## src/rtl/woc_pkg.sv

```systemverilog
// Package for the write owner conflict monitor.
// Holds request and outcome codes, register indexes and shared row types.
// No dependencies.
`default_nettype none

package woc_pkg;

    localparam logic [1:0] REQ_ACCESS     = 2'd0;
    localparam logic [1:0] REQ_END_BUCKET = 2'd1;
    localparam logic [1:0] REQ_QUERY      = 2'd2;

    localparam logic [2:0] OUT_HIT       = 3'd0;
    localparam logic [2:0] OUT_MISS      = 3'd1;
    localparam logic [2:0] OUT_UNCOUNTED = 3'd2;
    localparam logic [2:0] OUT_DROPPED   = 3'd3;
    localparam logic [2:0] OUT_FULL_HIT  = 3'd4;
    localparam logic [2:0] OUT_DONE      = 3'd5;

    localparam logic CFG_CORE_COUNT   = 1'b0;
    localparam logic CFG_STREAM_COUNT = 1'b1;

    localparam logic [8:0] CORE_COUNT_RST   = 9'd16;
    localparam logic [6:0] STREAM_COUNT_RST = 7'd64;

    localparam logic [31:0] SAT32     = 32'hFFFF_FFFF;
    localparam logic [15:0] RATIO_MAX = 16'hFFFF;

    typedef struct packed {
        logic [47:0] tag;
        logic [7:0]  core;
    } owner_entry_t;

    typedef struct packed {
        logic [31:0] hits;
        logic [31:0] misses;
    } stat_row_t;

endpackage

`default_nettype wire

```

## src/rtl/woc_stat_mem.sv

```systemverilog
// Per-stream hit and miss counter storage.
// One write port and one registered read port; uses woc_pkg.
`default_nettype none

module woc_stat_mem #(
    parameter int DEPTH  = 64,
    parameter int ADDR_W = 6
) (
    input  wire                    clk,
    input  wire                    rd_en,
    input  wire  [ADDR_W-1:0]      rd_addr,
    output woc_pkg::stat_row_t     rd_row,
    input  wire                    wr_en,
    input  wire  [ADDR_W-1:0]      wr_addr,
    input  woc_pkg::stat_row_t     wr_row
);

    woc_pkg::stat_row_t mem [DEPTH];
    woc_pkg::stat_row_t rd_row_reg;

    always_ff @(posedge clk)
    begin
        if (wr_en)
        begin
            mem[wr_addr] <= wr_row;
        end
    end

    always_ff @(posedge clk)
    begin
        if (rd_en)
        begin
            rd_row_reg <= mem[rd_addr];
        end
    end

    assign rd_row = rd_row_reg;

endmodule

`default_nettype wire

```

## config.mk

```make
export PLATFORM = sky130hd
export DESIGN_NAME = woc_stat_mem
export DESIGN_NICKNAME = d
export VERILOG_FILES = /design/src/rtl/woc_pkg.sv /design/src/rtl/woc_stat_mem.sv
export SDC_FILE = /design/constraint.sdc
export NUM_CORES = 2
export LEC_CHECK = 0
export BUFFER_PORTS_ARGS = -buffer_cell sky130_fd_sc_hd__buf_2
export CAP_MARGIN = 5
export CORE_UTILIZATION = 41
export DETAILED_ROUTE_END_ITERATION = 8
export PLACE_DENSITY = 0.68
export SYNTH_ARGS = -nofsm -noshare
export SYNTH_HDL_FRONTEND = slang
export SYNTH_SLANG_ARGS = --single-unit
```

## constraint.sdc

```tcl
create_clock -name clk -period 6.58 [get_ports clk]
set_input_delay 1.316 -clock clk [delete_from_list [all_inputs] [get_ports clk]]
set_output_delay 1.316 -clock clk [all_outputs]
set_load 0.02 [all_outputs]
```

==> flow_metrics.tcl <==
set metrics [dict create \
    final_antenna_net_count 0 \
    n_fill_cell 30500 \
    final_cell_mix "edfxtp_1, mux4_2, clkbuf_16" \
    dp_hpwl_um 227000 \
    gp_congestion 0.800 \
    cts.htree.levels 5 \
    setup_tns_ps 0 \
    drc_errors 0 \
    crit_fanout 96 \
    p_sw_share_pct 21.2 \
    rr_worst_depth 5 \
    die_w_um 621 \
    r2r_start "mem[10][16]$_DFFE_PP_" \
    drive_above_1_share_pct 28.0 \
    final_hold_viol_count 0 \
    vias_per_cell 6.19 \
    cp-endpoint "rd_row[15]$_DFFE_PP_" \
    max_freq_mhz 272 \
    startpoint "rd_addr[0]" \
    setup.worst_path.class "in2reg" \
    mostFrequentLayoutCell "edfxtp_1" \
    initial_core_util_pct 41.3 \
    drv_cap 0 \
    drt-pass1-iter-count 5 \
    switchingPower_mw 11.5 \
    post_cts_buffers 0 \
    ys_seq_elements 4160 \
    worstPathRequired_ps 7240 \
    area_delta_synth_final_pct 13.3 \
    p_comb_share_pct 4.6 \
    synth_nets 6677 \
    syn_inst 6598 \
    p_leak_nw 54.8 \
    post_drt_wl_per_cell_um 34.6 \
    worst_pin_slew_ps 1360 \
    wl_um 428000 \
    cp-end-kind "flip-flop" \
    p_seq_share_pct 54.6 \
    rsz0062_at_grt "false" \
    p_int_mw 42.6 \
    critPathLaunchType "primary input" \
    synthFlopType "edfxtp_1" \
    setup_ws_ps 2900 \
    cp.arrival_ps 4340 \
    status "finished clean" \
    hp-class "in2reg" \
    async_flop_share_pct 0 \
    stdcell_area_sq_um 178000 \
    core_area_sq_um 380000 \
    utilization_pct 46.8 \
    rrSetupSlack_ps 4370 \
    port_buffers 142 \
    cts.path.max_buffers 4 \
    period_needed_ps 3680 \
    peakVddDrop_mv 0.243 \
    nNetsFinal 7093 \
    clock-sinks 4160 \
    cts_resized 0 \
    syn_avg_cell_area_sq_um 23.8 \
    hold_buffers 0 \
    largest_reg_flops 4096 \
    placedInstanceArea_sq_um 165000 \
    insertion_delay_ps 970 \
    die_area_sq_um 385000 \
    die_height_um 621 \
    slew_headroom_pct 8.90 \
    grt_use_total_pct 22.1 \
    yosysSeqAreaShare_pct 79.6 \
    drv_slew 0 \
    cts-root-buf "clkbuf_16" \
    grt_max_degree 117 \
    fin_crit_sh_pct 55.9 \
    power_density_nw_per_um2 304 \
    drt-initial-drc-count 10700 \
    cts_made_buffers 398 \
    fin_worst_skew_ps 67.2 \
    power_frac_clock_pct 40.8 \
    setup_viol 0 \
    yosysWarnings 0 \
    antenna_found_initial 49 \
    grt_first_pass_wirelength_um 597000 \
    num_io_pins 143 \
    grt_pass1_vias 76200 \
    rows 226 \
    cts_tree "done" \
    pre_cts_slack_ps 1920 \
    clk_pin_slew_worst_paths_ps 60 \
    syn-cell-area_sq_um 157000 \
    reg2reg_to "rd_row[16]$_DFFE_PP_" \
    vias 76500 \
    ys_types 32 \
    grt_overflow 0 \
    whs_ps 833 \
    synth_edf_count 4160 \
]
-- routing by layer --
metal | global-route usage (%) | share of wire (%)
met5 | 0 | 0.014
met4 | 8.10 | 4.0
met3 | 4.51 | 11
met2 | 35.7 | 48
met1 | 29.7 | 37
-- critical path, cell delays in order --
cell      delay (ps)
buf_12           570
buf_12           380
buf_12           310
mux4_2           550
mux2i_1          160
nand2_1           70
a31oi_1          540
a211oi_1         110
-- worst min-delay path by stage --
| stage | from | end | slack, ps | cells past startpoint |
|---|---|---|---|---|
| 5_1_grt | wr_row[48] | mem[57][48]$_DFFE_PP_ | 820 | 1 |
| 3_5_place_dp | mem[55][28]$_DFFE_PP_ | rd_row[28]$_DFFE_PP_ | 900 | 4 |
| 3_3_place_gp | mem[62][28]$_DFFE_PP_ | rd_row[28]$_DFFE_PP_ | 900 | 4 |
| 6_report | wr_row[48] | mem[57][48]$_DFFE_PP_ | 830 | 1 |
| 4_1_cts | mem[55][28]$_DFFE_PP_ | rd_row[28]$_DFFE_PP_ | 910 | 4 |
| 2_1_floorplan | mem[30][61]$_DFFE_PP_ | rd_row[61]$_DFFE_PP_ | 860 | 4 |
-- cells in the mapped netlist, drive strengths merged, types with 26 or more instances --
| cell | number | area share (%) |
|---|---|---|
| a22oi | 168 | 0.80 |
| clkbuf | 140 | 0.33 |
| o221ai | 38 | 0.21 |
| a211oi | 63 | 0.30 |
| mux4 | 1024 | 15 |
| o22ai | 83 | 0.33 |
| nor2 | 112 | 0.27 |
| mux2i | 135 | 0.86 |
| edfxtp | 4160 | 80 |
| or3 | 29 | 0.12 |
| nand3 | 45 | 0.14 |
| nor2b | 28 | 0.11 |
| or2 | 28 | 0.11 |
| and3 | 64 | 0.26 |
| a41oi | 26 | 0.15 |
| nand2 | 58 | 0.14 |
| buf | 230 | 0.80 |
| a22o | 88 | 0.49 |
-- cell families (layout without fill, tap and decap cells) --
| kind of cell | count (synthesis) | after routing | share of synthesized area [%] |
|---|---|---|---|
| buf+inv | 389 | 1122 | 1.18 |
| compound gates | 504 | 504 | 2.47 |
| simple gates | 386 | 386 | 1.23 |
| flops | 4160 | 4160 | 79.6 |
| mux | 1159 | 1159 | 15.6 |
| other cells | 0 | 22 | 0 |
-- power by group through the flow --
stage / combinational [mW] / clock (mW) / sequential [mW]
6_report: 2.48 / 22.1 / 29.5
3_5_place_dp: 2.48 / 0 / 30.1
5_1_grt: 2.61 / 23.3 / 29.5
3_3_place_gp: 2.42 / 0 / 30.1
4_1_cts: 2.48 / 22.3 / 29.6
2_1_floorplan: 1.37 / 0 / 30.1
-- per-stage QoR --
| stage | power [mW] | instances |
|---|---|---|
| after floorplan | 31.4 | 6598 |
| after global placement | 32.5 | 11600 |
| after detailed placement | 32.6 | 11600 |
| after CTS | 54.3 | 12300 |
| after global routing | 55.4 | 12400 |
| final | 54.1 | 12400 |
-- area by class of cell --
cell class | count | area, sq um | share of cell area [%]
Tap cell | 5016 | 6280 | 3.53
Clock inverter | 230 | 2050 | 1.15
Antenna cell | 22 | 55.1 | 0.0309
Timing Repair Buffer | 386 | 3320 | 1.87
Multi-Input combinational cell | 2049 | 30800 | 17.3
Inverter | 19 | 71.3 | 0.0401
Clock buffer | 487 | 10400 | 5.85
Sequential cell | 4160 | 125000 | 70.2
Power figures use the tool's default switching activity.
