<file path="config.mk">
export PLATFORM = sky130hd
export DESIGN_NAME = woc_owner_table
export DESIGN_NICKNAME = d
export VERILOG_FILES = /design/src/rtl/woc_pkg.sv /design/src/rtl/woc_owner_table.sv
export SDC_FILE = /design/constraint.sdc
export NUM_CORES = 2
export LEC_CHECK = 0
export BUFFER_PORTS_ARGS = -buffer_cell sky130_fd_sc_hd__buf_2
export CAP_MARGIN = 15
export CORE_ASPECT_RATIO = 1.1
export CORE_MARGIN = 2
export CORE_UTILIZATION = 65
export CTS_BUF_LIST = sky130_fd_sc_hd__clkbuf_2
export DETAILED_ROUTE_END_ITERATION = 8
export GPL_ROUTABILITY_DRIVEN = 1
export PLACE_DENSITY_LB_ADDON = 0.08
export SYNTH_ARGS = -nofsm -noshare
export SYNTH_HDL_FRONTEND = slang
export SYNTH_SLANG_ARGS = --single-unit
</file>
<file path="constraint.sdc">
create_clock -name clk -period 6.9 [get_ports clk]
set_clock_uncertainty 0.05 [all_clocks]
set_input_delay 0.69 -clock clk [delete_from_list [all_inputs] [get_ports clk]]
set_output_delay 0.69 -clock clk [all_outputs]
set_load 0.02 [all_outputs]
</file>
<file path="src/rtl/woc_pkg.sv">
// Package for the write owner conflict monitor.
// Holds request and outcome codes, register indexes and shared row types.
// No dependencies.
`default_nettype none

package woc_pkg;

    localparam logic [1:0] REQ_ACCESS     = 2'd0;
    localparam logic [1:0] REQ_END_BUCKET = 2'd1;
    localparam logic [1:0] REQ_QUERY      = 2'd2;

    localparam logic [2:0] OUT_HIT       = 3'd0;
    localparam logic [2:0] OUT_MISS      = 3'd1;
    localparam logic [2:0] OUT_UNCOUNTED = 3'd2;
    localparam logic [2:0] OUT_DROPPED   = 3'd3;
    localparam logic [2:0] OUT_FULL_HIT  = 3'd4;
    localparam logic [2:0] OUT_DONE      = 3'd5;

    localparam logic CFG_CORE_COUNT   = 1'b0;
    localparam logic CFG_STREAM_COUNT = 1'b1;

    localparam logic [8:0] CORE_COUNT_RST   = 9'd16;
    localparam logic [6:0] STREAM_COUNT_RST = 7'd64;

    localparam logic [31:0] SAT32     = 32'hFFFF_FFFF;
    localparam logic [15:0] RATIO_MAX = 16'hFFFF;

    typedef struct packed {
        logic [47:0] tag;
        logic [7:0]  core;
    } owner_entry_t;

    typedef struct packed {
        logic [31:0] hits;
        logic [31:0] misses;
    } stat_row_t;

endpackage

`default_nettype wire

</file>
<file path="src/rtl/woc_owner_table.sv">
// Owner table storage: line tag and owning core per entry.
// One write port and one registered read port; uses woc_pkg.
`default_nettype none

module woc_owner_table #(
    parameter int ENTRIES = 64,
    parameter int IDX_W   = 6
) (
    input  wire                       clk,
    input  wire                       rd_en,
    input  wire  [IDX_W-1:0]          rd_addr,
    output woc_pkg::owner_entry_t     rd_entry,
    input  wire                       wr_en,
    input  wire  [IDX_W-1:0]          wr_addr,
    input  woc_pkg::owner_entry_t     wr_entry
);

    woc_pkg::owner_entry_t mem [ENTRIES];
    woc_pkg::owner_entry_t rd_entry_reg;

    always_ff @(posedge clk)
    begin
        if (wr_en)
        begin
            mem[wr_addr] <= wr_entry;
        end
    end

    always_ff @(posedge clk)
    begin
        if (rd_en)
        begin
            rd_entry_reg <= mem[rd_addr];
        end
    end

    assign rd_entry = rd_entry_reg;

endmodule

`default_nettype wire

</file>
==> results.md <==
- Gpl congestion: 0.846
- DRT iter0 DRCs: about 10000
- Io pins: roughly 130
- Total power: ~40 mW
- Row count: between 150 and 200
- Synth Warn #: 0
- Initial antenna violation count: 16
- Distinct cells, synth: 46
- Layout cells sized above 1: between 30% and 40%
- Reg area: ~110000 sq um
- Vias: slightly above 70000
- Ys async rst share: 0%
- DP Wirelength: between 150000 and 200000 um
- Max cap viols: 0
- Post-synth top area cell: edfxtp_1
- CP bufs+invs: 1
- Hold_ws: approximately 170 ps
- Tcrit/Tclk final: a little under three fifths
- RSZ-0062 raised after global routing: no
- Multi-input logic area: about 27000 sq um
- Post-Syn Instances: roughly 5900
- Initial Utilization: 65.2%
- Worst min path class: in -> reg
- Setup-failing EPs final: 0
- First-pass GRT wire length: ~520000 um
- Drt total wl: ~370000 um
- Pin count of the biggest net entering global routing: 113
- FMAX: 0.255 GHz
- Synth Cell Area: about 140000 sq um
- Filler Cell Count: between 10000 and 15000
- Clock buffer depth: 4
- Die area: 215000 sq um
- Syn avg cell area: 23.1 sq um
- Area Growth Syn to Fin: 10.9%
- Slew Limit Fails: 0
- Worst VDD drop: 187 uV
- Yosys reg bits: ~3600
- Residual DRC: 0
- Gr usage total: between 30% and 40%
- Startpoint Class: register
- Clock power share: roughly 33%
- Number of flops mapped to enable cells by yosys: 3640
- Reg2Reg Depth: 7
- Reg2Reg Setup Slack: roughly 3700 ps
- Post-CTS Setup Bufs: 0
- Worst EP arrival: between 3000 and 4000 ps
- Post-layout minimum cycle time: ~3900 ps
- Net Sw Frac: 24.2%
- Seq/Total Area, Yosys: around four fifths
- Crit-path cells: buf_2
- Levels on crit path: 1
- Initial DRT Pass Iterations: 6
- CTS Buf Count: approximately 840
- Leak: approximately 49 nW
- Max reg flops: 3584
- Clock sink count: approximately 3600
- Reg2reg end: rd_entry[21]
- Most common cell in the netlist: edfxtp_1
- TritonCTS clock tree: yes
- Worst setup EP type: output port
- Post-DRT Antenna Nets: 0
- Final Hold Vio Count: 0
- Resize count post-CTS: 0
- Routed vias/inst: around 7
- WL/cell: 35.5 um
- Setup_tns: 0 ps
- H-tree lvl count: 6
- Critical Path Source: rd_entry[10]
- Synthesized Nets: 6020
- Die W: around 440 um
- Number of global-route vias before repair: 72253
- Crit-path max FO: 7
- Internal power: 30.4 mW
- Power density over cell area: approximately 260 nW/um^2
- Top cells by count, synth: edfxtp_1, mux4_2, o22ai_1
- Clock transition at the registers of the reported paths: around 110 ps
- I/O Buffers: 126
- Top cells by area, synth: edfxtp_1, mux4_2, mux2i_1
- Post-synth top area share: 79.5%
- Slew @ Worst Pin: about 1400 ps
- Dominant synthesized flop cell: edfxtp_1
- CP max stage cell: edfxtp_1
- Psw: ~9.7 mW
- Core box area: roughly 210000 sq um
- Die Span Y: between 400 and 500 um
- Slew HR: about 7.2%
- Comb power frac: 5.7%
- Worst setup path endpoint: rd_entry[10]
- Worst r2r src: mem[21][21]
- Outcome: finished clean
- Delay-heaviest family, CP: flip-flops
- GRT overflow: 0
- Largest stage delay, worst path: ~840 ps
- WP data required: ~6200 ps
- Worst-skew pair later-pin latency: 2090 ps
- WS Path Type: reg -> out
- Clock Root Buffer: clkbuf_2
- Flop pwr share: about three fifths
- # nets final: 7045
==> logic make-up after synthesis <==
family | after synthesis | synth area share [%]
flip-flops | 3640 | 79.5
multiplexers | 1051 | 15.0
AO/OA/AOI/OAI | 591 | 2.98
buffers and inverters | 343 | 1.41
AND/OR/NAND/NOR | 324 | 1.16
==> layout make-up <==
cell class                 instances  share of cell area, %
antenna                           20                 0.0328
timing repair buffer             527                   3.66
sequential                      3640                   71.6
clock buffer                    1203                   3.95
tap                             2774                   2.27
clock inverter                   260                  0.856
inverter                           1                0.00574
multi-input combinational       1966                   17.6
==> power groups by stage <==
| stage | Combinational, mW | Clock [mW] | Sequential (mW) |
|---|---|---|---|
| 3_5_place_dp | 2.08 | 0 | 25.1 |
| 6_report | 2.28 | 13.3 | 24.6 |
| 3_3_place_gp | 2.04 | 0 | 25.1 |
| 4_1_cts | 2.27 | 13.4 | 24.6 |
| 2_1_floorplan | 1.15 | 0 | 25.1 |
| 5_1_grt | 2.38 | 14.5 | 24.6 |
==> worst min-delay path by stage <==
| stage | cells after the start | endpoint | slack (ps) | from |
|---|---|---|---|---|
| 4_1_cts | 4 | mem[22][18] | 0.4 | wr_entry[18] |
| 5_1_grt | 4 | mem[4][46] | 100 | wr_entry[46] |
| 3_5_place_dp | 5 | rd_entry[48] | 840 | mem[36][48] |
| 3_3_place_gp | 5 | rd_entry[48] | 830 | mem[36][48] |
| 6_report | 4 | mem[6][46] | 170 | wr_entry[46] |
| 2_1_floorplan | 0 | mem[0][0] | 740 | wr_entry[0] |
==> what timing repair did <==
item / in CTS / in global routing
hold buffers: 216 / 0
hold endpoints to repair: 6031 / 0
setup endpoints to repair: 0 / 0
==> layer usage <==
metal	part of all wire, %	up-vias	GRT usage, %
li1	-	28290	-
met1	35	37015	47.2
met2	49	4995	55.6
met3	11	746	7.45
met4	4.6	8	16.1
met5	0.015	-	0
==> per-stage QoR <==
step | std cells | area (sq um) | worst slack [ps] | utilization (%)
after floorplan | 5949 | 138000 | 1310 | -
after global placement | 8684 | 142000 | 2360 | 67.4
after detailed placement | 8690 | 142000 | 2560 | 67.4
after CTS | 10369 | 153000 | 2850 | 72.3
after global routing | 10386 | 153000 | 2950 | 72.4
final | 10391 | 153000 | 2970 | 72.4
==> cells in the final DEF, fill, tap and decap left out, types with 21 or more instances in the layout <==
cell           netlist  final
buf_4               68    149
buf_16               0     40
o221ai_1            57     57
o22ai_1            252    252
dlygate4sd3_1        0    160
a311oi_1            21     21
nor2_1              89     25
nand4_1             22     22
buf_2              104    119
clkinv_2             0     21
o21a_1              33     33
nor4_1              35     33
clkbuf_2             1   1203
buf_12               0     57
clkinv_1             0    209
mux2_2              31     31
nor2_4               0     62
mux2i_1            217    217
nand3_1             29     28
a22oi_1             73     73
nand2_1             75     69
edfxtp_1          3640   3640
mux4_2             803    803
o21ai_0             40     40
a211oi_1            37     37
No activity file was read; power rests on OpenSTA's default activity.
