`config.mk`:
```
export PLATFORM = sky130hd
export DESIGN_NAME = woc_ratio_div
export DESIGN_NICKNAME = d
export VERILOG_FILES = /design/src/rtl/woc_ratio_div.sv
export SDC_FILE = /design/constraint.sdc
export NUM_CORES = 1
export LEC_CHECK = 0
export BUFFER_PORTS_ARGS = -buffer_cell sky130_fd_sc_hd__buf_2
export CAP_MARGIN = 20
export CORE_MARGIN = 4
export CORE_UTILIZATION = 62
export DETAILED_ROUTE_END_ITERATION = 10
export PLACE_DENSITY = 0.84
export SYNTH_ARGS = -nofsm -noshare
export SYNTH_HDL_FRONTEND = slang
export SYNTH_SLANG_ARGS = --single-unit
```
`constraint.sdc`:
```
create_clock -name clk -period 6.85 [get_ports clk]
set_input_delay 0.3425 -clock clk [delete_from_list [all_inputs] [get_ports clk]]
set_output_delay 0.3425 -clock clk [all_outputs]
set_load 0.02 [all_outputs]
```
`src/rtl/woc_ratio_div.sv`:
```
// Restoring divider for the conflict ratio: num * 2^16 / den, one bit a cycle.
// Needs num < den for an exact 16-bit quotient; no package dependencies.
`default_nettype none

module woc_ratio_div (
    input  wire         clk,
    input  wire         rst_n,
    input  wire         start,
    input  wire  [31:0] num,
    input  wire  [32:0] den,
    output logic        done,
    output logic [15:0] quot
);

    logic        busy_reg, busy_next;
    logic        done_reg, done_next;
    logic [3:0]  step_reg, step_next;
    logic [32:0] rem_reg, rem_next;
    logic [32:0] den_reg, den_next;
    logic [15:0] quot_reg, quot_next;

    logic [33:0] shifted;
    logic [33:0] diff;
    logic        fits;

    always_comb
    begin
        shifted   = {rem_reg, 1'b0};
        diff      = shifted - {1'b0, den_reg};
        fits      = shifted >= {1'b0, den_reg};
        busy_next = busy_reg;
        done_next = 1'b0;
        step_next = step_reg;
        rem_next  = rem_reg;
        den_next  = den_reg;
        quot_next = quot_reg;
        if (start)
        begin
            busy_next = 1'b1;
            step_next = 4'd0;
            rem_next  = {1'b0, num};
            den_next  = den;
        end
        else if (busy_reg)
        begin
            rem_next  = fits ? diff[32:0] : shifted[32:0];
            quot_next = {quot_reg[14:0], fits};
            step_next = step_reg + 4'd1;
            if (step_reg == 4'd15)
            begin
                busy_next = 1'b0;
                done_next = 1'b1;
            end
        end
    end

    always_ff @(posedge clk or negedge rst_n)
    begin
        if (!rst_n)
        begin
            busy_reg <= 1'b0;
            done_reg <= 1'b0;
            step_reg <= 4'd0;
        end
        else
        begin
            busy_reg <= busy_next;
            done_reg <= done_next;
            step_reg <= step_next;
        end
    end

    always_ff @(posedge clk)
    begin
        rem_reg  <= rem_next;
        den_reg  <= den_next;
        quot_reg <= quot_next;
    end

    assign done = done_reg;
    assign quot = quot_reg;

endmodule

`default_nettype wire

```
==> results.py, run 1 <==
metrics = {
    "status": {
        "status": "completed",
    },
    "route": {
        "routed_wl_um": 11400,
        "route.detailed.wl_per_inst_um": 16.4,
        "drt_pass1_iterations": 5,
        "vias_per_cell": 5.94,
        "drt-initial-drc-count": 256,
        "drc": 0,
        "drtAntennaViolNets": 0,
        "vias": 4129,
    },
    "timing": {
        "holdWs_ns": 0.138,
        "clock.fmax_mhz": 276,
        "totalNegativeSetupSlack_ns": 0,
        "report.final.hold_viol_count": 0,
        "unrepaired_setup_endpoints_after_global_routing": "no",
        "timing.slew.headroom_pct": 54.2,
        "min_period_over_period_pct": 52.9,
        "layout_min_cycle_time_ns": 3.62,
        "timing.final.max_slew_violations": 0,
        "worstMarginPinSlew_ns": 0.687,
        "fin_skew_ns": 0.0129,
        "setup_viol_count_final": 0,
    },
    "placed_design": {
        "post-dp-hpwl_um": 8410,
        "port-buffer-count": 84,
        "gp_congestion": 0.948,
    },
    "die": {
        "die_h_um": 101,
        "design.die.area_um2": 10100,
        "start_util_pct": 64.2,
        "floorplan.rows": 33,
        "core_region_area_um2": 8300,
        "design.portCount": 85,
        "die_w_um": 101,
    },
    "synthesis": {
        "yosysSeqAreaShare_pct": 48.8,
        "asyncSetResetFlopFracSynth_pct": 6.82,
        "ys_seq_elements": 88,
        "number_of_enable_type_register_cells_in_the_synthesized_netlist": 81,
        "synth.net_count": 604,
        "netlist_instances": 501,
        "yosys_most_used_dff": "sky130_fd_sc_hd__edfxtp_1",
        "synth_cell_types": 53,
        "mean_area_per_synthesized_cell_um2": 10.6,
        "synth.cell_area_um2": 5330,
        "yosys_warnings": 0,
    },
    "pwr": {
        "total_leakage_power_nw": 2.62,
        "vdd_drop_max_mv": 0.260,
        "pwr_density_cell_nw_per_um2": 455,
    },
    "global_route": {
        "grt_max_degree": 52,
        "gr-total-overflow": 0,
        "antenna_found_initial": 0,
        "vias_in_the_first_global_route": 4062,
        "grt_util_all_layers_pct": 23.9,
        "grt_first_pass_wirelength_um": 19200,
    },
    "finish": {
        "seq_area_um2": 2600,
        "areaGrowthSynthToFinish_pct": 13.8,
        "layout_cell_share_with_drive_strength_beyond_1_pct": 23.4,
        "fillCellCount": 618,
        "nets": 688,
        "multi_input_comb_area_um2": 2480,
        "final_common_cell": "sky130_fd_sc_hd__buf_2",
        "antennaDiodeCount": 0,
        "final_cell_mix": "sky130_fd_sc_hd__buf_2, sky130_fd_sc_hd__edfxtp_1, sky130_fd_sc_hd__nand2_1, sky130_fd_sc_hd__inv_1, sky130_fd_sc_hd__ha_1",
    },
    "clock_network": {
        "tritoncts": "done",
        "cts-root-buf": "sky130_fd_sc_hd__clkbuf_8",
        "cts.sinks": 88,
        "postCtsResizedCells": 0,
        "clock_latency_ns": 0.37,
        "numCtsBuffers": 9,
        "post_cts.repair.setup_buffers": 0,
        "max-clock-path-buffers": 2,
        "htree_levels": 3,
        "worst_setup_hold_path_clk_slew_ns": 0.10,
    },
    "critical_path": {
        "endpoint_kind_of_the_worst_setup_timing_path": "flop",
        "critPathLaunchType": "flop",
        "crit_fanout": 43,
        "path_class": "flop to flop",
        "worst-endpoint-arrival_ns": 3.86,
        "crit_required_ns": 7.09,
    },
    "run": {
        "max_cap_violations": 0,
    },
    "min_path": {
        "hp-class": "input pin to flop",
    },
}
-- report_power, final --
group	internal [mW]	switching, mW	total [mW]
combinational	0.628	0.878	1.51
clock	0.210	0.201	0.411
sequential	0.762	0.0808	0.843
-- worst max-delay path: stages, from the launching register on --
cell and delay, ns:
sky130_fd_sc_hd__edfxtp_1 0.42, sky130_fd_sc_hd__ha_1 0.39, sky130_fd_sc_hd__a21o_1 0.25, sky130_fd_sc_hd__a2111oi_4 0.39, sky130_fd_sc_hd__o31ai_1 0.15, sky130_fd_sc_hd__o21bai_2 0.19
sky130_fd_sc_hd__a31oi_1 0.15, sky130_fd_sc_hd__o21ai_4 0.40, sky130_fd_sc_hd__buf_4 0.46, sky130_fd_sc_hd__inv_2 0.14, sky130_fd_sc_hd__nor3b_1 0.33, sky130_fd_sc_hd__a221o_1 0.18
-- logic make-up after synthesis --
group           share of synthesized area (%)
xor+xnor                                 5.26
simple gates                             10.7
compound gates                           17.2
mux                                      4.81
flops                                    48.8
buf+inv                                  4.88
fa+ha+maj                                8.35
-- layer usage --
metal  vias up  track usage, %  part of all wire (%)
li1       1997               -                     -
met1      1926            32.8                    43
met2       185            38.7                    48
met3        21            3.32                   7.5
met4         0            8.81                   1.9
met5         -               0                     0
-- worst paths after layout --
check,start,to,slack (ns),cells past startpoint
max reg2reg,rem_reg[6],rem_reg[19],3.23,11
min,den[22],den_reg[22],0.14,1
min reg2reg,quot[13],quot[14],0.46,0
min in group asynchronous,rst_n,step_reg[1],0.33,2
max,rem_reg[6],rem_reg[19],3.23,11
max in group asynchronous,rst_n,step_reg[0],6.37,2
-- Yosys cell counts, types with 3 or more instances --
cell / n / share of area [%]
sky130_fd_sc_hd__edfxtp_1: 81 / 46
sky130_fd_sc_hd__a21oi_1: 31 / 2.9
sky130_fd_sc_hd__xnor2_1: 18 / 3.0
sky130_fd_sc_hd__nand4_1: 5 / 0.59
sky130_fd_sc_hd__nor2b_1: 5 / 0.59
sky130_fd_sc_hd__o21ai_0: 27 / 2.5
sky130_fd_sc_hd__o21ai_1: 13 / 1.2
sky130_fd_sc_hd__o21a_1: 4 / 0.56
sky130_fd_sc_hd__a21o_1: 11 / 1.5
sky130_fd_sc_hd__inv_1: 45 / 3.2
sky130_fd_sc_hd__a211oi_1: 5 / 0.70
sky130_fd_sc_hd__buf_2: 3 / 0.28
sky130_fd_sc_hd__nand2b_1: 3 / 0.35
sky130_fd_sc_hd__a221o_1: 4 / 0.75
sky130_fd_sc_hd__and2_1: 4 / 0.47
sky130_fd_sc_hd__a31oi_1: 10 / 1.2
sky130_fd_sc_hd__nor3_1: 9 / 0.84
sky130_fd_sc_hd__nor2_1: 25 / 1.8
sky130_fd_sc_hd__xor2_1: 14 / 2.3
sky130_fd_sc_hd__nand3_1: 8 / 0.75
sky130_fd_sc_hd__o31ai_1: 4 / 0.56
sky130_fd_sc_hd__buf_6: 3 / 0.63
sky130_fd_sc_hd__ha_1: 34 / 8.0
sky130_fd_sc_hd__and3_1: 4 / 0.47
sky130_fd_sc_hd__o211ai_1: 6 / 0.84
sky130_fd_sc_hd__dfrtp_1: 6 / 2.8
sky130_fd_sc_hd__clkbuf_1: 9 / 0.63
sky130_fd_sc_hd__nand2_1: 54 / 3.8
sky130_fd_sc_hd__mux2_2: 21 / 4.4
sky130_fd_sc_hd__nor3b_1: 4 / 0.56
-- repair_timing --
action                                 CTS  global route
endpoints found under the hold margin    6             0
setup endpoints to repair                0             0
hold buffers                             1             0
-- layout make-up --
type                       instances  share of cell area, %
clock buffer                       9                   2.04
inverter                          46                   2.84
timing repair buffer              89                   7.59
clock inverter                     7                   1.69
tap                              105                   2.16
multi-input combinational        351                   40.8
sequential                        88                   42.9
-- per-stage QoR --
stage | setup slack (ns) | instance area (µm²) | instances | util [%] | power (mW)
global route | 2.96 | 6070 | 695 | 73.1 | 2.99
global placement | 3.47 | 5830 | 678 | 70.3 | 2.27
CTS | 3.27 | 6070 | 695 | 73.1 | 2.74
detailed placement | 3.32 | 5830 | 678 | 70.3 | 2.32
finish | 3.23 | 6070 | 695 | 73.1 | 2.76
floorplan | 4.09 | 5330 | 501 | - | 2.04
(Power assumes the default switching activity.)
==> inputs of run 2 (changes only) <==
--- a/config.mk
+++ b/config.mk
@@ -8,9 +8,9 @@
 export BUFFER_PORTS_ARGS = -buffer_cell sky130_fd_sc_hd__buf_2
 export CAP_MARGIN = 20
 export CORE_MARGIN = 4
-export CORE_UTILIZATION = 62
+export CORE_UTILIZATION = 52
 export DETAILED_ROUTE_END_ITERATION = 10
-export PLACE_DENSITY = 0.84
+export PLACE_DENSITY = 0.75
 export SYNTH_ARGS = -nofsm -noshare
 export SYNTH_HDL_FRONTEND = slang
 export SYNTH_SLANG_ARGS = --single-unit
==> constraint.sdc (replaced) <==
create_clock -name clk -period 2.98 [get_ports clk]
set_input_delay 0.149 -clock clk [delete_from_list [all_inputs] [get_ports clk]]
set_output_delay 0.149 -clock clk [all_outputs]
set_load 0.02 [all_outputs]
==> results.py, run 2 (same netlist as run 1, synthesis figures left out) <==
metrics = {
    "status": {
        "status": "completed",
    },
    "critical_path": {
        "crit_required_ns": 3.11,
        "endpoint_kind_of_the_worst_setup_timing_path": "flop",
        "r2r_setup_slk_ns": 0.005,
        "critPathLaunchType": "flop",
        "path_class": "flop to flop",
        "crit_slowest_cell": "sky130_fd_sc_hd__edfxtp_1",
        "crit_fanout": 8,
        "timing.critical_path.cells": "ha_1 -> nand2_1 -> or3_4 -> or3_4 -> a31oi_4 -> o21ai_4 -> buf_6 -> buf_6 -> clkbuf_16 -> nand2_1 -> o21ai_1 -> mux2_2",
        "critPathMaxStageDelay_ns": 0.42,
        "worst-endpoint-arrival_ns": 3.11,
    },
    "clock_network": {
        "numCtsBuffers": 9,
        "clock_latency_ns": 0.38,
        "cts.sinks": 88,
        "htree_levels": 3,
        "tritoncts": "done",
        "worst_setup_hold_path_clk_slew_ns": 0.09,
        "cts-root-buf": "sky130_fd_sc_hd__clkbuf_8",
        "max-clock-path-buffers": 2,
    },
    "finish": {
        "antennaDiodeCount": 0,
        "areaGrowthSynthToFinish_pct": 35.7,
        "final_common_cell": "sky130_fd_sc_hd__buf_2",
        "final_cell_mix": "sky130_fd_sc_hd__buf_2, sky130_fd_sc_hd__edfxtp_1, sky130_fd_sc_hd__nand2_1, sky130_fd_sc_hd__inv_1",
        "layout_cell_share_with_drive_strength_beyond_1_pct": 34.9,
        "fillCellCount": 679,
        "nets": 762,
    },
    "timing": {
        "min_period_over_period_pct": 99.8,
        "report.final.hold_viol_count": 0,
        "clock.fmax_mhz": 336,
        "setup_viol_count_final": 0,
        "timing.final.max_slew_violations": 0,
        "fin_skew_ns": 0.0149,
        "fin_ws_ns": 0.00505,
        "timing.slew.headroom_pct": 55.9,
        "unrepaired_setup_endpoints_after_global_routing": "yes",
        "holdWs_ns": 0.0687,
        "worstMarginPinSlew_ns": 0.662,
        "layout_min_cycle_time_ns": 2.97,
    },
    "pwr": {
        "part_of_the_total_power_dissipated_in_sequential_elements_pct": 23.8,
        "switching_fraction_of_total_power_pct": 41.0,
        "vdd_drop_max_mv": 0.655,
        "netSwitchingPower_mw": 3.35,
        "share_comb_of_total_power_pct": 63.9,
        "pwr_density_cell_nw_per_um2": 1130,
        "clk_pwr_share_pct": 12.2,
        "total_leakage_power_nw": 3.09,
        "internal_power_mw": 4.82,
    },
    "placed_design": {
        "port-buffer-count": 84,
        "gp_congestion": 0.882,
        "post-dp-hpwl_um": 8610,
        "preCtsSetupSlack_ns": -0.0193,
    },
    "global_route": {
        "grt.busiest_layer": "met2",
        "grt_first_pass_wirelength_um": 20100,
        "vias_in_the_first_global_route": 4216,
        "grt_util_all_layers_pct": 21.8,
        "global_route.usage.met2_pct": 35.9,
        "antenna_found_initial": 0,
        "global_route_met1_usage_pct": 28.7,
        "grt_max_degree": 56,
        "grt_util_met3_pct": 4.62,
        "gr-total-overflow": 0,
    },
    "route": {
        "drc": 0,
        "routed_wl_um": 13100,
        "vias": 4473,
        "route.detailed.wl_per_inst_um": 16.4,
        "drt-initial-drc-count": 276,
        "vias_per_cell": 5.61,
        "drtAntennaViolNets": 0,
        "drt_pass1_iterations": 5,
    },
    "run": {
        "max_cap_violations": 0,
    },
    "die": {
        "core_region_area_um2": 9860,
        "die_w_um": 109,
        "design.portCount": 85,
        "die_h_um": 109,
        "floorplan.rows": 36,
        "design.die.area_um2": 11900,
        "start_util_pct": 54.0,
    },
    "min_path": {
        "hp-class": "input pin to flop",
    },
}
run 2: final cells by class:
| type | count | area (µm²) | share of cell area, % |
|---|---|---|---|
| Multi-Input combinational cell | 351 | 2830 | 39.1 |
| Sequential cell | 88 | 2600 | 36.0 |
| Timing Repair Buffer | 163 | 1220 | 16.9 |
| Inverter | 46 | 173 | 2.39 |
| Tap cell | 133 | 166 | 2.30 |
| Clock buffer | 9 | 124 | 1.71 |
| Clock inverter | 7 | 119 | 1.64 |
run 2: path summary, 6_finish.rpt:
check                            start           to  depth (start not counted)
setup / recovery           rem_reg[12]  rem_reg[31]                         12
hold / removal                 num[10]  rem_reg[10]                          2
setup reg to reg           rem_reg[12]  rem_reg[31]                         12
hold reg to reg                quot[3]      quot[4]                          0
max in group asynchronous        rst_n  step_reg[0]                          2
min in group asynchronous        rst_n         done                          2
run 2: through the flow:
stage | TNS [ns] | instance area [µm²] | util, % | std cells | power (mW)
2_1_floorplan | 0 | 5330 | - | 501 | 4.69
3_3_place_gp | 0 | 6100 | 61.8 | 735 | 5.63
3_5_place_dp | -0.0449 | 6100 | 61.8 | 735 | 5.72
4_1_cts | -0.0144 | 6790 | 68.8 | 787 | 7.02
5_1_grt | -1.49 | 7240 | 73.4 | 797 | 8.69
6_report | 0 | 7240 | 73.4 | 797 | 8.17
run 2: power groups by stage:
stage                     combinational [mW]  sequential (mW)  clock (mW)
after floorplan                         2.77             1.92           0
after global placement                  3.70             1.93           0
after detailed placement                3.78             1.94           0
after CTS                               4.08             1.93        1.02
after global routing                    5.64             1.97        1.08
final                                   5.23             1.95        1.00
run 2: timing repair:
| action | 4_1_cts | 5_1_grt |
|---|---|---|
| resized for setup | 8 | 82 |
| pin swaps | 3 | 27 |
| gates cloned | 1 | 3 |
| hold buffers | 34 | 0 |
| endpoints found under the setup margin | 9 | 31 |
| endpoints found under the hold margin | 39 | 0 |
| buffers inserted | 1 | 8 |
run 2: critical path, delay by kind of cell (launching register included):
| family | cells | cell delay, ns |
|---|---|---|
| multiplexers | 1 | 0.25 |
| buffers and inverters | 3 | 0.42 |
| flip-flops | 1 | 0.42 |
| AND/OR/NAND/NOR | 4 | 0.94 |
| adder cells (fa/ha/maj) | 1 | 0.32 |
| AO/OA/AOI/OAI | 3 | 0.38 |
run 2: routing by layer:
layer	vias up	part of all wire, %
li1	2146	-
met1	2143	43
met2	159	49
met3	25	6.1
met4	0	1.5
met5	-	0
==> inputs of run 3 (changes only) <==
--- a/config.mk
+++ b/config.mk
@@ -9,7 +9,9 @@
 export CAP_MARGIN = 20
 export CORE_MARGIN = 4
 export CORE_UTILIZATION = 52
+export CTS_CLUSTER_DIAMETER = 200
 export DETAILED_ROUTE_END_ITERATION = 10
+export MAX_ROUTING_LAYER = met4
 export PLACE_DENSITY = 0.75
 export SYNTH_ARGS = -nofsm -noshare
 export SYNTH_HDL_FRONTEND = slang
==> results.py, run 3 (same netlist as run 1, synthesis figures left out) <==
metrics = {
    "route": {
        "drtAntennaViolNets": 0,
        "drt-initial-drc-count": 303,
        "drt_pass1_iterations": 5,
        "vias": 4432,
        "drc": 0,
        "route.detailed.wl_per_inst_um": 16.3,
        "vias_per_cell": 5.54,
        "routed_wl_um": 13100,
    },
    "timing": {
        "setup_viol_count_final": 1,
        "timing.final.max_slew_violations": 0,
        "clock.fmax_mhz": 334,
        "report.final.hold_viol_count": 0,
        "min_period_over_period_pct": 101,
        "totalNegativeSetupSlack_ns": -0.0178,
        "layout_min_cycle_time_ns": 3.00,
        "fin_skew_ns": 0.0118,
        "timing.slew.headroom_pct": 64.2,
        "fin_ws_ns": -0.0178,
        "unrepaired_setup_endpoints_after_global_routing": "yes",
        "worstMarginPinSlew_ns": 0.537,
    },
    "global_route": {
        "grt_first_pass_wirelength_um": 19600,
        "gr-total-overflow": 0,
        "antenna_found_initial": 0,
        "grt_util_all_layers_pct": 21.5,
        "vias_in_the_first_global_route": 4290,
        "grt_max_degree": 45,
    },
    "critical_path": {
        "path_class": "flop to flop",
        "critPathMaxStageDelay_ns": 0.44,
        "crit_slowest_cell": "sky130_fd_sc_hd__edfxtp_1",
        "endpoint_kind_of_the_worst_setup_timing_path": "flop",
        "worst-endpoint-arrival_ns": 3.14,
        "timing.critical_path.cells": "inv_1 -> ha_1 -> nor2b_1 -> o211ai_1 -> a31oi_4 -> o2111ai_4 -> o21ba_4 -> o21ai_1 -> buf_4 -> a221oi_4 -> xnor2_1 -> a221o_1",
        "critPathLaunchType": "flop",
        "crit_required_ns": 3.12,
        "crit_fanout": 3,
    },
    "finish": {
        "final_cell_area_um2": 7180,
        "final_core_utilization_pct": 72.8,
        "instances_no_fill": 800,
        "antennaDiodeCount": 0,
        "final_cell_mix": "sky130_fd_sc_hd__buf_2, sky130_fd_sc_hd__edfxtp_1, sky130_fd_sc_hd__nand2_1, sky130_fd_sc_hd__inv_1, sky130_fd_sc_hd__buf_4",
        "layout_cell_share_with_drive_strength_beyond_1_pct": 33.7,
        "nets": 765,
        "final_common_cell": "sky130_fd_sc_hd__buf_2",
        "areaGrowthSynthToFinish_pct": 34.6,
    },
    "run": {
        "max_cap_violations": 0,
    },
    "status": {
        "status": "finished with violations",
        "violated_checks": "setup timing",
    },
    "die": {
        "core_region_area_um2": 9860,
        "die_w_um": 109,
        "floorplan.rows": 36,
        "die_h_um": 109,
        "design.die.area_um2": 11900,
        "start_util_pct": 54.0,
        "design.portCount": 85,
    },
    "clock_network": {
        "max-clock-path-buffers": 2,
        "clock_latency_ns": 0.38,
        "tritoncts": "done",
        "cts.sinks": 88,
        "cts-root-buf": "sky130_fd_sc_hd__clkbuf_8",
        "worst_setup_hold_path_clk_slew_ns": 0.09,
        "htree_levels": 3,
        "numCtsBuffers": 9,
    },
    "pwr": {
        "pwr_density_cell_nw_per_um2": 1090,
        "total_leakage_power_nw": 3.07,
        "vdd_drop_max_mv": 0.467,
    },
    "placed_design": {
        "post_dp_cell_area_um2": 6100,
        "preCtsSetupSlack_ns": -0.0169,
        "port-buffer-count": 84,
        "post-dp-hpwl_um": 8790,
        "gp_congestion": 0.883,
        "place_inst": 735,
    },
    "min_path": {
        "hp-class": "input pin to flop",
    },
}
## run 3: cell types whose count changed in the layout (fill, tap and decap cells not counted), sizes merged
cell    before  now
buf        126  128
inv         47   48
clkbuf      12   15
bufinv       3    1
clkinv       2    1
## run 3: layer usage
metal / vias up / wire length, µm / track usage [%] / share of wire [%]
met1: 2107 / 5790 / 28.4 / 44
met2: 151 / 6300 / 33.9 / 48
li1: 2153 / - / - / -
met3: 21 / 735 / 3.08 / 5.6
met4: 0 / 223 / 8.10 / 1.7
met5: - / 0 / - / 0
## run 3: repair_timing
item | 4_1_cts | 5_1_grt
cloned | 0 | 4
gates resized for setup | 1 | 75
hold endpoints to repair | 39 | 0
endpoints found under the setup margin | 5 | 31
hold buffers | 34 | 0
buffers inserted | 0 | 12
pin swaps | 1 | 31
## run 3: where the power goes
part           switching (mW)  internal (mW)
sequential              0.192           1.75
combinational            2.56           2.46
clock                   0.446          0.418
## run 3: worst max-delay path: cells and delay by family, from the launching register on
kind                     cells  cell delay, ns
AO/OA/AOI/OAI                7            1.57
flip-flops                   1            0.44
buffers and inverters        2            0.25
adder cells (fa/ha/maj)      1            0.24
AND/OR/NAND/NOR              1            0.15
XOR/XNOR                     1            0.11
## run 3: path summary, 6_finish.rpt
| path | from | endpoint | slack (ns) | cells past startpoint |
|---|---|---|---|---|
| hold / removal | num[24] | rem_reg[24] | 0.06 | 2 |
| setup reg to reg | den_reg[1] | rem_reg[25] | -0.02 | 12 |
| max in group asynchronous | rst_n | done | 2.69 | 2 |
| hold reg to reg | quot[0] | quot[1] | 0.45 | 0 |
| min in group asynchronous | rst_n | step_reg[3] | 0.13 | 2 |
| setup / recovery | den_reg[1] | rem_reg[25] | -0.02 | 12 |
## run 3: cell type report
type                       count  area, µm²
clock buffer                  11        141
timing repair buffer         166       1240
inverter                      46        175
sequential                    88       2600
fill                         689       2690
clock inverter                 5       63.8
tap                          133        166
multi-input combinational    351       2790
## run 3: through the flow
step	hold slack, ns	power [mW]
final	0.0582	7.83
after global routing	0.0547	8.35
after CTS	0.0609	6.65
after detailed placement	-0.0105	5.71
after global placement	-0.0199	5.64
after floorplan	-0.147	4.69
